===== config.mk =====
export PLATFORM = sky130hd
export DESIGN_NAME = crank_cam_pattern_generator_core
export DESIGN_NICKNAME = d
export VERILOG_FILES = /design/src/ccpg_pkg.sv /design/src/crank_cam_pattern_generator_core.sv
export SDC_FILE = /design/constraint.sdc
export NUM_CORES = 1
export LEC_CHECK = 0
export BUFFER_PORTS_ARGS = -buffer_cell sky130_fd_sc_hd__buf_4
export CORE_MARGIN = 5
export CORE_UTILIZATION = 50
export CTS_BUF_LIST = sky130_fd_sc_hd__clkbuf_8
export CTS_CLUSTER_SIZE = 28
export DETAILED_ROUTE_END_ITERATION = 16
export GPL_ROUTABILITY_DRIVEN = 1
export GPL_TIMING_DRIVEN = 0
export PLACE_DENSITY_LB_ADDON = 0.05
export SLEW_MARGIN = 40
export SYNTH_ARGS = -nofsm -noshare
export SYNTH_HDL_FRONTEND = slang
export SYNTH_SLANG_ARGS = --single-unit

===== constraint.sdc =====
create_clock -name clk_i -period 3.45 [get_ports clk_i]
set_input_delay 0.69 -clock clk_i [delete_from_list [all_inputs] [get_ports clk_i]]
set_output_delay 0.69 -clock clk_i [all_outputs]
set_load 0.02 [all_outputs]

===== src/ccpg_pkg.sv =====
`default_nettype none
package ccpg_pkg;

  // Pattern select codes
  localparam logic [1:0] ModeIdle = 2'd0;
  localparam logic [1:0] ModeOne  = 2'd1;
  localparam logic [1:0] ModeTwo  = 2'd2;

  localparam int unsigned PosW = 8;

  // Pattern one timing
  localparam logic [PosW:0] P1LastToggle = 9'd116;
  localparam logic [PosW:0] P1Wrap       = 9'd119;

  // Pattern two timing
  localparam logic [PosW:0] P2Window = 9'd121;
  localparam logic [PosW:0] P2Wrap   = 9'd120;

  localparam logic [PosW-1:0] PosMax = 8'd255;

  typedef struct packed {
    logic            crank_level;
    logic            cam_level;
    logic [PosW-1:0] tick_position;
    logic            second_revolution;
  } result_t;

endpackage
`default_nettype wire


===== src/crank_cam_pattern_generator_core.sv =====
`default_nettype none
// Channel   | Direction | Handshake             | Payload
// ----------+-----------+-----------------------+------------------------------------------
// tick      | in        | in_valid_i/in_stall_o | tick_i
// result    | out       | out_valid_o/out_stall_i | crank_level_o, cam_level_o,
//           |           |                       | tick_position_o, second_revolution_o
// config    | in        | cfg_we_i              | cfg_wdata_i (pattern mode)
//
// One tick transfer per cycle while in_stall_o is low; its result is registered (skid if stalled).
// The state update is a single pass of compare logic from the state registers.
// A two-entry result buffer (output register plus skid register) lets a tick be
// taken while a result is stalled; in_stall_o rises only once both are full.
// Reset clears the tick counter, phase, both lines and the pattern mode.
module crank_cam_pattern_generator_core (
  input  wire logic                     clk_i,
  input  wire logic                     rst_ni,
  input  wire logic                     cfg_we_i,
  input  wire logic [1:0]               cfg_wdata_i,
  input  wire logic                     in_valid_i,
  output logic                          in_stall_o,
  input  wire logic                     tick_i,
  output logic                          out_valid_o,
  input  wire logic                     out_stall_i,
  output logic                          crank_level_o,
  output logic                          cam_level_o,
  output logic [ccpg_pkg::PosW-1:0]     tick_position_o,
  output logic                          second_revolution_o
);
  import ccpg_pkg::*;

  // Generator state
  logic [1:0]      mode_q;
  logic [PosW-1:0] count_q, count_d;
  logic            phase_q, phase_d;
  logic            crank_q, crank_d;
  logic            cam_q, cam_d;

  // Result buffer
  result_t out_q, skid_q, res_d;
  logic    out_valid_q, skid_valid_q;

  logic          push, pop;
  logic [PosW:0] c;
  logic          run2, gap2;

  assign in_stall_o = skid_valid_q;
  assign push       = in_valid_i && !skid_valid_q;
  assign pop        = out_valid_q && !out_stall_i;

  // Incremented count, kept one bit wider so that leftover idle counts compare correctly
  assign c = {1'b0, count_q} + 9'd1;

  always_comb begin
    run2 = ((c >= 9'd1) && (c <= 9'd36)) || ((c > 9'd40) && (c <= 9'd76)) ||
           ((c > 9'd80) && (c <= 9'd116));
    gap2 = ((c > 9'd36) && (c <= 9'd40)) || ((c > 9'd76) && (c <= 9'd80)) ||
           ((c > 9'd116) && (c <= 9'd120));
  end

  always_comb begin
    count_d = count_q;
    phase_d = phase_q;
    crank_d = crank_q;
    cam_d   = cam_q;
    if (tick_i) begin
      case (mode_q)
        ModeOne: begin
          if (c <= P1LastToggle) begin
            crank_d = !crank_q;
            // Cam edges use the phase from before any wrap on this tick
            if (!phase_q) begin
              if (c inside {9'd1, 9'd16, 9'd26, 9'd56}) cam_d = 1'b0;
              if (c inside {9'd8, 9'd20, 9'd48, 9'd88}) cam_d = 1'b1;
            end else begin
              if (c inside {9'd4, 9'd16, 9'd88}) cam_d = 1'b0;
              if (c inside {9'd8, 9'd48, 9'd96}) cam_d = 1'b1;
            end
          end
          count_d = c[PosW-1:0];
          if (c >= P1LastToggle) begin
            crank_d = 1'b0;
            if (c >= P1Wrap) begin
              count_d = '0;
              phase_d = !phase_q;
            end
          end
        end
        ModeTwo: begin
          if (c <= P2Window) begin
            if (run2) crank_d = !crank_q;
            if (gap2) crank_d = 1'b0;
            if (!phase_q && (c == 9'd3)) cam_d = 1'b1;
            if (!phase_q && (c == 9'd4)) cam_d = 1'b0;
            if (c inside {9'd33, 9'd73, 9'd113}) cam_d = 1'b1;
            if (c inside {9'd34, 9'd74, 9'd114}) cam_d = 1'b0;
          end
          count_d = c[PosW-1:0];
          if (c >= P2Wrap) begin
            count_d = '0;
            phase_d = !phase_q;
          end
        end
        default: begin
          // Idle and the unused code: count only, saturate at the top
          if (count_q != PosMax) count_d = c[PosW-1:0];
        end
      endcase
    end
  end

  always_comb begin
    res_d.crank_level       = crank_d;
    res_d.cam_level         = cam_d;
    res_d.tick_position     = count_d;
    res_d.second_revolution = phase_d;
  end

  // Config register and generator state; advance only on a tick transfer
  always_ff @(posedge clk_i or negedge rst_ni) begin
    if (!rst_ni) begin
      mode_q  <= ModeIdle;
      count_q <= '0;
      phase_q <= 1'b0;
      crank_q <= 1'b0;
      cam_q   <= 1'b0;
    end else begin
      if (cfg_we_i) mode_q <= cfg_wdata_i;
      if (push) begin
        count_q <= count_d;
        phase_q <= phase_d;
        crank_q <= crank_d;
        cam_q   <= cam_d;
      end
    end
  end

  // Output register with skid: hold a stalled result, park the next one behind it
  always_ff @(posedge clk_i or negedge rst_ni) begin
    if (!rst_ni) begin
      out_valid_q  <= 1'b0;
      skid_valid_q <= 1'b0;
    end else begin
      if (push) begin
        if (!out_valid_q || pop) out_valid_q <= 1'b1;
        else skid_valid_q <= 1'b1;
      end else if (pop) begin
        if (skid_valid_q) skid_valid_q <= 1'b0;
        else out_valid_q <= 1'b0;
      end
    end
  end

  always_ff @(posedge clk_i) begin
    if (push) begin
      if (!out_valid_q || pop) out_q <= res_d;
      else skid_q <= res_d;
    end else if (pop && skid_valid_q) begin
      out_q <= skid_q;
    end
  end

  assign out_valid_o         = out_valid_q;
  assign crank_level_o       = out_q.crank_level;
  assign cam_level_o         = out_q.cam_level;
  assign tick_position_o     = out_q.tick_position;
  assign second_revolution_o = out_q.second_revolution;

endmodule
`default_nettype wire

After elaboration in Yosys (flattened, before gate mapping). Cells that the tools add are included. W data, S select, Z words.

Register bits after elaboration: 37. Input port bits: 8. Output and inout bits: 13. Logic and storage cells: 130.

$add $sub $neg: 1. Magnitude comparators: 16. Eq/ne operators: 23. Muxes and demuxes: 41. Bitwise operators: 1. Reductions and logical operators: 33.

Operators with widths (number): $eq A9 B7 Y1 const B (6); $le A9 B7 Y1 const B (5); $mux W8 (5); $eq A9 B6 Y1 const B (4); $mux W11 (3); $mux W1 (29); $eq A9 B5 Y1 const B (3); $ge A9 B7 Y1 const B (3); $gt A9 B7 Y1 const B (3); $gt A9 B6 Y1 const B (2); $le A9 B6 Y1 const B (2); $pmux W8 S2 (1); $reduce_bool A3 Y1 (4); $logic_and A1 B1 Y1 (11); $add A8 B1 Y9 const B (1); $eq A9 B1 Y1 const B (1); $eq A9 B2 Y1 const B (1); $eq A9 B3 Y1 const B (1); $eq A9 B4 Y1 const B (1); $ge A9 B1 Y1 const B (1); $ne A8 B8 Y1 const B (1); $reduce_bool A4 Y1 (2); $pmux W1 S2 (3); $reduce_and A2 Y1 (3); other kinds (9) (19).

Logic depth before layout (Yosys ltp). Gate-level depths: netlist of run 1.

Depth after elaboration: 12. Depth in mapped cells: 14. Depth with buffers taken out: 14.

Worst setup path after synthesis of run 1. Ideal clock, no wire load.

Path kind: reg2reg. From: register count_q[0]. To: register out_q, in the netlist crank_level_o (data pin). Setup time: 0.260 ns. Arrival time: 2.753 ns. Data required time: 3.190 ns. Setup slack: 0.437 ns. Stages on the path, launching flop included: 12. Cells stage by stage: dfrtp_1 > ha_1 > and3_1 > clkbuf_1 > or4_1 > a31o_1 > o32ai_2 > a31oi_1 > nor3_1 > o21ai_1 > a22o_2 > mux2_4.

Word-level cells in the longest chain between the ends: 12. Elaborated cells between the ends (all ways): 34. Classes of those cells: add/sub (1); order compare (14); mux (9); reduce/logical (10).

RTL lines: from (decl) (line crank_cam_pattern_generator_core.sv:33) `logic [PosW-1:0] count_q, count_d;`; from (signal assigned) (line crank_cam_pattern_generator_core.sv:129) `count_q <= count_d;`; $add A8 B1 Y9 * (line crank_cam_pattern_generator_core.sv:51) `assign c = {1'b0, count_q} + 9'd1;`; $ge A9 B1 Y1 (tied with other cells) (line crank_cam_pattern_generator_core.sv:54) `run2 = ((c >= 9'd1) && (c <= 9'd36)) || ((c > 9'd40) && (c <= 9'd76)) ||`; $logic_and A1 B1 Y1 (line crank_cam_pattern_generator_core.sv:54); $logic_or A1 B1 Y1 (2 in a row) (line crank_cam_pattern_generator_core.sv:54); $mux W1 (line crank_cam_pattern_generator_core.sv:90) `if (run2) crank_d = !crank_q;`; $mux W1 (line crank_cam_pattern_generator_core.sv:91) `if (gap2) crank_d = 1'b0;`; $mux W1 (line crank_cam_pattern_generator_core.sv:89) `if (c <= P2Window) begin`; $pmux W1 S2 * (line crank_cam_pattern_generator_core.sv:66) `case (mode_q)`; $mux W1 * (line crank_cam_pattern_generator_core.sv:65) `if (tick_i) begin`; named net crank_d (line crank_cam_pattern_generator_core.sv:35) `logic crank_q, crank_d;`; $mux W11 * (line crank_cam_pattern_generator_core.sv:155) `if (!out_valid_q || pop) out_q <= res_d;`; $mux W11 * (line crank_cam_pattern_generator_core.sv:154) `if (push) begin`; to (signal assigned) (line crank_cam_pattern_generator_core.sv:155); to (signal assigned) (line crank_cam_pattern_generator_core.sv:158) `out_q <= skid_q;`; to (decl) (line crank_cam_pattern_generator_core.sv:39) `result_t out_q, skid_q, res_d;`.

The timed path passes the listed nets; every way through them passes the cells marked *. The select of a mux whose other input is x is not followed. A chain may end at the register's enable or synchronous reset.

Final worst setup path of run 1.
From: register count_q[1]. To: register out_q, in the netlist tick_position_o[5] (data pin).

Word-level cells in the longest chain between the ends: 8. Elaborated cells between the ends (all ways): 13. Classes of those cells: add/sub (1); order compare (3); eq/ne (1); mux (8).

RTL lines: $add A8 B1 Y9 (line crank_cam_pattern_generator_core.sv:51); $ge A9 B7 Y1 (line crank_cam_pattern_generator_core.sv:82) `if (c >= P1Wrap) begin`; $mux W8 (line crank_cam_pattern_generator_core.sv:82); $mux W8 (line crank_cam_pattern_generator_core.sv:80) `if (c >= P1LastToggle) begin`; $pmux W8 S2 * (line crank_cam_pattern_generator_core.sv:66); $mux W8 * (line crank_cam_pattern_generator_core.sv:65); $mux W11 * (line crank_cam_pattern_generator_core.sv:155); $mux W11 * (line crank_cam_pattern_generator_core.sv:154).

Every way passes the cells marked *; elsewhere a longest branch is shown, timed or not. The select of a mux whose other input is x is not followed.

==> results of run 1 <==
-- layout make-up --
cell class | count | area [um^2]
Fill cell | 573 | 2490
Multi-Input combinational cell | 292 | 1870
Buffer | 28 | 129
Clock inverter | 3 | 12.5
Tap cell | 75 | 93.8
Inverter | 11 | 41.3
Sequential cell | 37 | 1040
Timing Repair Buffer | 23 | 173
Clock buffer | 5 | 68.8
-- layer usage --
metal  GRT usage  part of all wire
met3      0.0583             0.095
met4      0.0502             0.014
met2       0.382              0.44
met1       0.365              0.45
met5           0                 0
-- stage by stage --
step | area (um^2) | cells | TNS (ps) | util
floorplan | 3030 | 368 | 0 | -
global placement | 3280 | 463 | -2260 | 0.554
detailed placement | 3280 | 463 | -2670 | 0.554
CTS | 3380 | 471 | 0 | 0.571
global route | 3430 | 474 | 0 | 0.579
finish | 3430 | 474 | 0 | 0.579
-- what timing repair did --
action,in CTS,in global routing
setup buffers,0,3
endpoints found under the setup margin,14,10
gates resized for setup,6,6
-- sequential cells by signal, summed over array words and instances (netlist names) --
signal               count
cam_level_o              1
cam_q                    1
count_q                  8
crank_level_o            1
crank_q                  1
in_stall_o               1
mode_q                   2
out_valid_o              1
phase_q                  1
second_revolution_o      1
skid_q                  11
tick_position_o          8
-- report_power, final --
part           switching, W  internal (W)  total (W)
clock              0.000145      0.000136   0.000280
combinational       0.00106      0.000594    0.00166
sequential         0.000121      0.000647   0.000768
-- how the worst min path moves through the flow --
stage	startpoint	to	slack [ps]	cells past startpoint
after floorplan	rst_ni	cam_q	390	0
after global placement	crank_q	crank_q	480	1
after detailed placement	crank_q	crank_q	490	1
after CTS	rst_ni	out_valid_o	250	1
after global routing	rst_ni	in_stall_o	250	1
final	rst_ni	out_valid_o	250	1
-- cells in the final DEF, fill, tap and decap left out, types with 3 or more instances in the layout --
cell      Yosys  final
nor2b_1       6      5
a21o_1        4      4
o21ai_1       6      6
nand3b_1      3      3
nand3_1       9      9
and4_1        3      3
mux2i_1       5      5
or2_2         3      3
buf_1         4      4
ha_1          8      7
nand2b_1      8      8
clkbuf_1     14     12
o21ai_0      24     24
edfxtp_1     22     22
a21oi_1      35     34
and2_1        6      6
nand2_1      43     43
mux2_2        6      6
buf_2         8      8
and3_1        5      5
nor2_1       25     24
xnor2_1       5      5
buf_4         1     24
dfrtp_1      15     13
nor3_1        7      7
a32oi_1       4      4
a31oi_1      11      9
or3_1         7      7
nand4_1       5      5
clkbuf_8      0      5
inv_1        11     13
o22ai_1       5      4
nor4_1        4      4
-- synthesized netlist by cell type, types with 2 or more instances --
master | number | area share
inv_1 | 11 | 0.014
clkbuf_1 | 14 | 0.017
and4_1 | 3 | 0.0087
or3_1 | 7 | 0.014
a21o_1 | 4 | 0.0099
o22ai_1 | 5 | 0.010
nor4_1 | 4 | 0.0082
nand3b_1 | 3 | 0.0074
o211ai_1 | 2 | 0.0049
nand2b_1 | 8 | 0.016
nor2b_1 | 6 | 0.012
a22o_1 | 2 | 0.0058
and3_1 | 5 | 0.010
o2111ai_1 | 2 | 0.0058
mux2i_1 | 5 | 0.016
mux2_2 | 6 | 0.022
buf_2 | 8 | 0.013
a32oi_1 | 4 | 0.012
or2_2 | 3 | 0.0062
a32o_1 | 2 | 0.0066
nand3_1 | 9 | 0.015
o21ai_1 | 6 | 0.0099
ha_1 | 8 | 0.033
nor2_1 | 25 | 0.031
edfxtp_1 | 22 | 0.22
buf_1 | 4 | 0.0049
a31oi_1 | 11 | 0.023
a21boi_0 | 2 | 0.0049
a311oi_1 | 2 | 0.0058
nand4_1 | 5 | 0.010
a21oi_1 | 35 | 0.058
nand2_1 | 43 | 0.053
xnor2_1 | 5 | 0.014
o311a_1 | 2 | 0.0066
o31ai_1 | 2 | 0.0049
and2_1 | 6 | 0.012
a41oi_1 | 2 | 0.0058
o21a_1 | 2 | 0.0049
a211o_1 | 2 | 0.0058
a22oi_1 | 2 | 0.0049
or4_1 | 2 | 0.0049
o21ai_0 | 24 | 0.040
nor3_1 | 7 | 0.012
dfrtp_1 | 15 | 0.12
-- logic make-up after synthesis --
logic type | after synthesis
AO/OA/AOI/OAI | 124
XOR/XNOR | 5
adder cells (fa/ha/maj) | 8
buffers and inverters | 39
flip-flops | 37
multiplexers | 12
AND/OR/NAND/NOR | 143
-- worst max-delay path: stages (launching register included) --
cell	delay, ps
dfrtp_2	500
ha_4	220
nand3b_1	240
or3_1	360
a31oi_2	440
a31oi_1	270
a21oi_1	370
o21ai_0	130
a22oi_1	410
a21oi_1	120
==> metrics.yaml, run 1 <==
synth:
  async_flop_share: 0.405
  synth-seq-cells: 37
  synth_top_family_by_area: "compound AO/OA/AOI/OAI gates"
  synth_xor_xnor_area_share: 0.0144
  synthFlopType: "edfxtp_1"
  synth_nets: 384
  yosysWarningCount: 0
  synth_area_mm2: 0.00303
  synthAdderAreaFrac: 0.0330
  syn_area_per_cell_um2: 8.25
  synth_simple_gate_area_frac: 0.247
  synth_cells: 368
  netlist-cell-type-count: 65
  synth-edff-count: 22
  muxShareOfSynthArea: 0.0437
  synth_compound_area_frac: 0.265
  yosysSeqAreaShare: 0.341
timing:
  slew_violations: 0
  fin_worst_skew_ps: 7.03
  fin_crit_sh: 0.969
  setup_viol: 0
  min_period_ps: 3340
  rsz0062_at_grt: "no"
  setup_ws_ps: 107
  tightest_slew_ps: 714
  hold_viol_final: 0
  hold_ws_ps: 250
  slew_headroom: 0.521
  timing.fmax_mhz: 299
route:
  wl_mm: 9.45
  route.detailed.drc: 0
  vias: 3086
  drtAntennaViolNets: 0
  first_pass_iters: 7
  drt_iter0_markers: 304
  via_per_inst: 6.51
  wire_per_inst_um: 19.9
placed_design:
  finalWeightedCongestion: 0.956
  portBuffers: 20
  post-dp-hpwl_mm: 7.02
  place_ws_ps: -334
cts:
  clock-sinks: 37
  clk_pin_slew_ps: 70
  clockBufferDepth: 2
  hold_buffers: 0
  numCtsBuffers: 5
  clock_latency_ps: 290
  clockRootBuffer: "clkbuf_8"
  htreeDepth: 2
  cts_tree: "built"
setup_path:
  r2r_slack_ps: 110
  r2r-start: "count_q[1]"
  r2r-end: "tick_position_o[5]"
  crit_required_ps: 3470
  critPathKind: "flip-flop to flip-flop"
  cp-start-kind: "flip-flop"
  cp-startpoint: "count_q[1]"
  cp.arrival_ps: 3360
  cp-end-kind: "flip-flop"
  worst_r2r_path_depth: 9
  crit_path_max_fanout: 8
  crit_end: "tick_position_o[5]"
global_routing:
  grt_pass1_vias: 2792
  grt-ovfl-total: 0
  antenna_found_initial: 0
  grt_use_total: 0.251
  grt_start_max_net_pins: 16
  grt_pass1_wl_mm: 14.7
floorplanning:
  die_h_um: 87.9
  dieArea_mm2: 0.00773
  start_util: 0.512
  io_pins: 21
  core_mm2: 0.00592
  die_w_um: 87.9
  rows: 28
power_and_ir_drop:
  leakage_nw: 1.30
  finalPower_w: 0.00271
  ir_worst_vdd_mv: 0.438
  power_density_mw_per_mm2: 790
min_path:
  min_path_type: "primary input to asynchronous set/reset pin"
final_layout:
  drive_gt1_frac: 0.168
  antenna_cells: 0
  syn_to_final_growth_pct: 12.9
  nNetsFinal: 414
job:
  cap_violations: 0
outcome:
  status: "complete, no violations"
(Power assumes the default switching activity.)
==> run 2, diff against run 1 <==
PLACE_DENSITY_LB_ADDON = 0.1   (was 0.05)
==> run 2 against run 1 <==
Utilization increased by 0.46 points. Power increased by 2.2%. Sequential share of layout area decreased by 0.24 points. Register-to-register slack got worse by 30 ps. Via count decreased by 1.9%. Maximum frequency decreased by 0.91%. Combinational power about the same. Sequential cell count unchanged. First-iteration DRC count increased by 2.3%.
==> metrics.yaml, run 2 (synthesis results as in run 1) <==
final_layout:
  regArea_mm2: 0.00104
  layout_commonest_cell: "nand2_1"
  design_area_mm2: 0.00345
  top_register: "skid_q"
  final_cell_mix: "nand2_1, a21oi_1, nor2_1, buf_4, o21ai_0"
  fillers: 551
  final_cells: 475
  antenna_cells: 0
  multi_input_area_mm2: 0.00186
  nNetsFinal: 415
  drive_gt1_frac: 0.170
  syn_to_final_growth_pct: 13.9
  largest_register_ffs: 11
cts:
  cts_tree: "built"
  clk_pin_slew_ps: 70
  htreeDepth: 2
  numCtsBuffers: 5
  hold_buffers: 0
  clockBufferDepth: 2
  clock-sinks: 37
  clockRootBuffer: "clkbuf_8"
  clock_latency_ps: 280
setup_path:
  cp-start-kind: "flip-flop"
  crit_path_max_fanout: 10
  r2r-start: "count_q[0]"
  cp_slowest_cell: "dfrtp_2"
  worst_r2r_path_depth: 12
  crit_required_ps: 3490
  critPathMaxStageDelay_ps: 460
  cp-end-kind: "flip-flop"
  path_cells: "ha_2, clkbuf_4, buf_4, nand2_1, nor3_1, a21oi_1, o32ai_2, nand3_1, nand4_1, o21ai_1, a22o_2, mux2_4"
  r2r-end: "crank_level_o"
  r2r_slack_ps: 80
  cp.arrival_ps: 3410
  critPathKind: "flip-flop to flip-flop"
  cpLargestDelayFamily: "compound AO/OA/AOI/OAI gates"
  crit_buf_inv: 2
timing:
  slew_headroom: 0.517
  setup_viol: 0
  min_period_ps: 3370
  fin_worst_skew_ps: 5.40
  hold_viol_final: 0
  slew_violations: 0
  tightest_slew_ps: 715
  fin_crit_sh: 0.978
  finalSetupTns_ps: 0
  timing.fmax_mhz: 296
route:
  wire_per_inst_um: 19.0
  vias: 3027
  wl_mm: 9.01
  first_pass_iters: 5
  route.detailed.drc: 0
  drtAntennaViolNets: 0
  drt_iter0_markers: 311
  via_per_inst: 6.37
floorplanning:
  core_mm2: 0.00592
  dieArea_mm2: 0.00773
  start_util: 0.512
  die_w_um: 87.9
  rows: 28
  io_pins: 21
  die_h_um: 87.9
global_routing:
  grt_pass1_wl_mm: 14.3
  grt_start_max_net_pins: 16
  grt_pass1_vias: 2668
  grt_use_total: 0.242
  antenna_found_initial: 0
  grt-ovfl-total: 0
power_and_ir_drop:
  power_density_mw_per_mm2: 801
  ir_worst_vdd_mv: 0.480
  finalPower_w: 0.00277
  leakage_nw: 1.30
placed_design:
  post-dp-hpwl_mm: 6.71
  portBuffers: 20
  dpl_cell_area_mm2: 0.00328
  finalWeightedCongestion: 0.943
  place_inst: 463
min_path:
  min_path_type: "primary input to asynchronous set/reset pin"
job:
  cap_violations: 0
outcome:
  status: "complete, no violations"
[run 2: metrics by stage]
| stage | hold WS [ps] | util | worst slack (ps) |
|---|---|---|---|
| 2_1_floorplan | 394 | - | 437 |
| 3_3_place_gp | 489 | 0.554 | -256 |
| 3_5_place_dp | 506 | 0.554 | -266 |
| 4_1_cts | 254 | 0.575 | 5.39 |
| 5_1_grt | 249 | 0.583 | -0.697 |
| 6_report | 254 | 0.583 | 76.7 |
[run 2: area by class of cell]
| class | count | share of cell area |
|---|---|---|
| multi-input combinational | 292 | 0.538 |
| buffer | 28 | 0.0380 |
| inverter | 11 | 0.0120 |
| sequential | 37 | 0.301 |
| tap | 75 | 0.0272 |
| clock buffer | 5 | 0.0199 |
| timing repair buffer | 24 | 0.0522 |
| clock inverter | 3 | 0.0120 |
[run 2: worst max-delay path by stage]
stage	startpoint	to	slack [ps]	cells after the start
6_report	count_q[0]	crank_level_o	80	12
5_1_grt	count_q[0]	crank_level_o	-0.7	14
4_1_cts	count_q[0]	crank_level_o	5	12
3_5_place_dp	count_q[0]	tick_position_o[5]	-270	10
3_3_place_gp	count_q[0]	tick_position_o[5]	-260	10
2_1_floorplan	count_q[0]	crank_level_o	440	11
[run 2: per-layer routing]
layer  vias to the layer above  track usage  part of all wire
met2                       143        0.363              0.45
met5                         -            0                 0
met1                      1431        0.356              0.45
met4                         0       0.0558             0.014
li1                       1438            -                 -
met3                        15       0.0536             0.083
[run 2: where the power goes]
group          switching, W  internal (W)
logic               0.00104      0.000598
registers          0.000112      0.000646
clock network      0.000154      0.000213
total               0.00131       0.00146
[run 2: what timing repair did]
item | in CTS | in global routing
buffers inserted | 0 | 4
endpoints found under the hold margin | 0 | 0
gates resized for setup | 4 | 8
endpoints found under the setup margin | 12 | 9
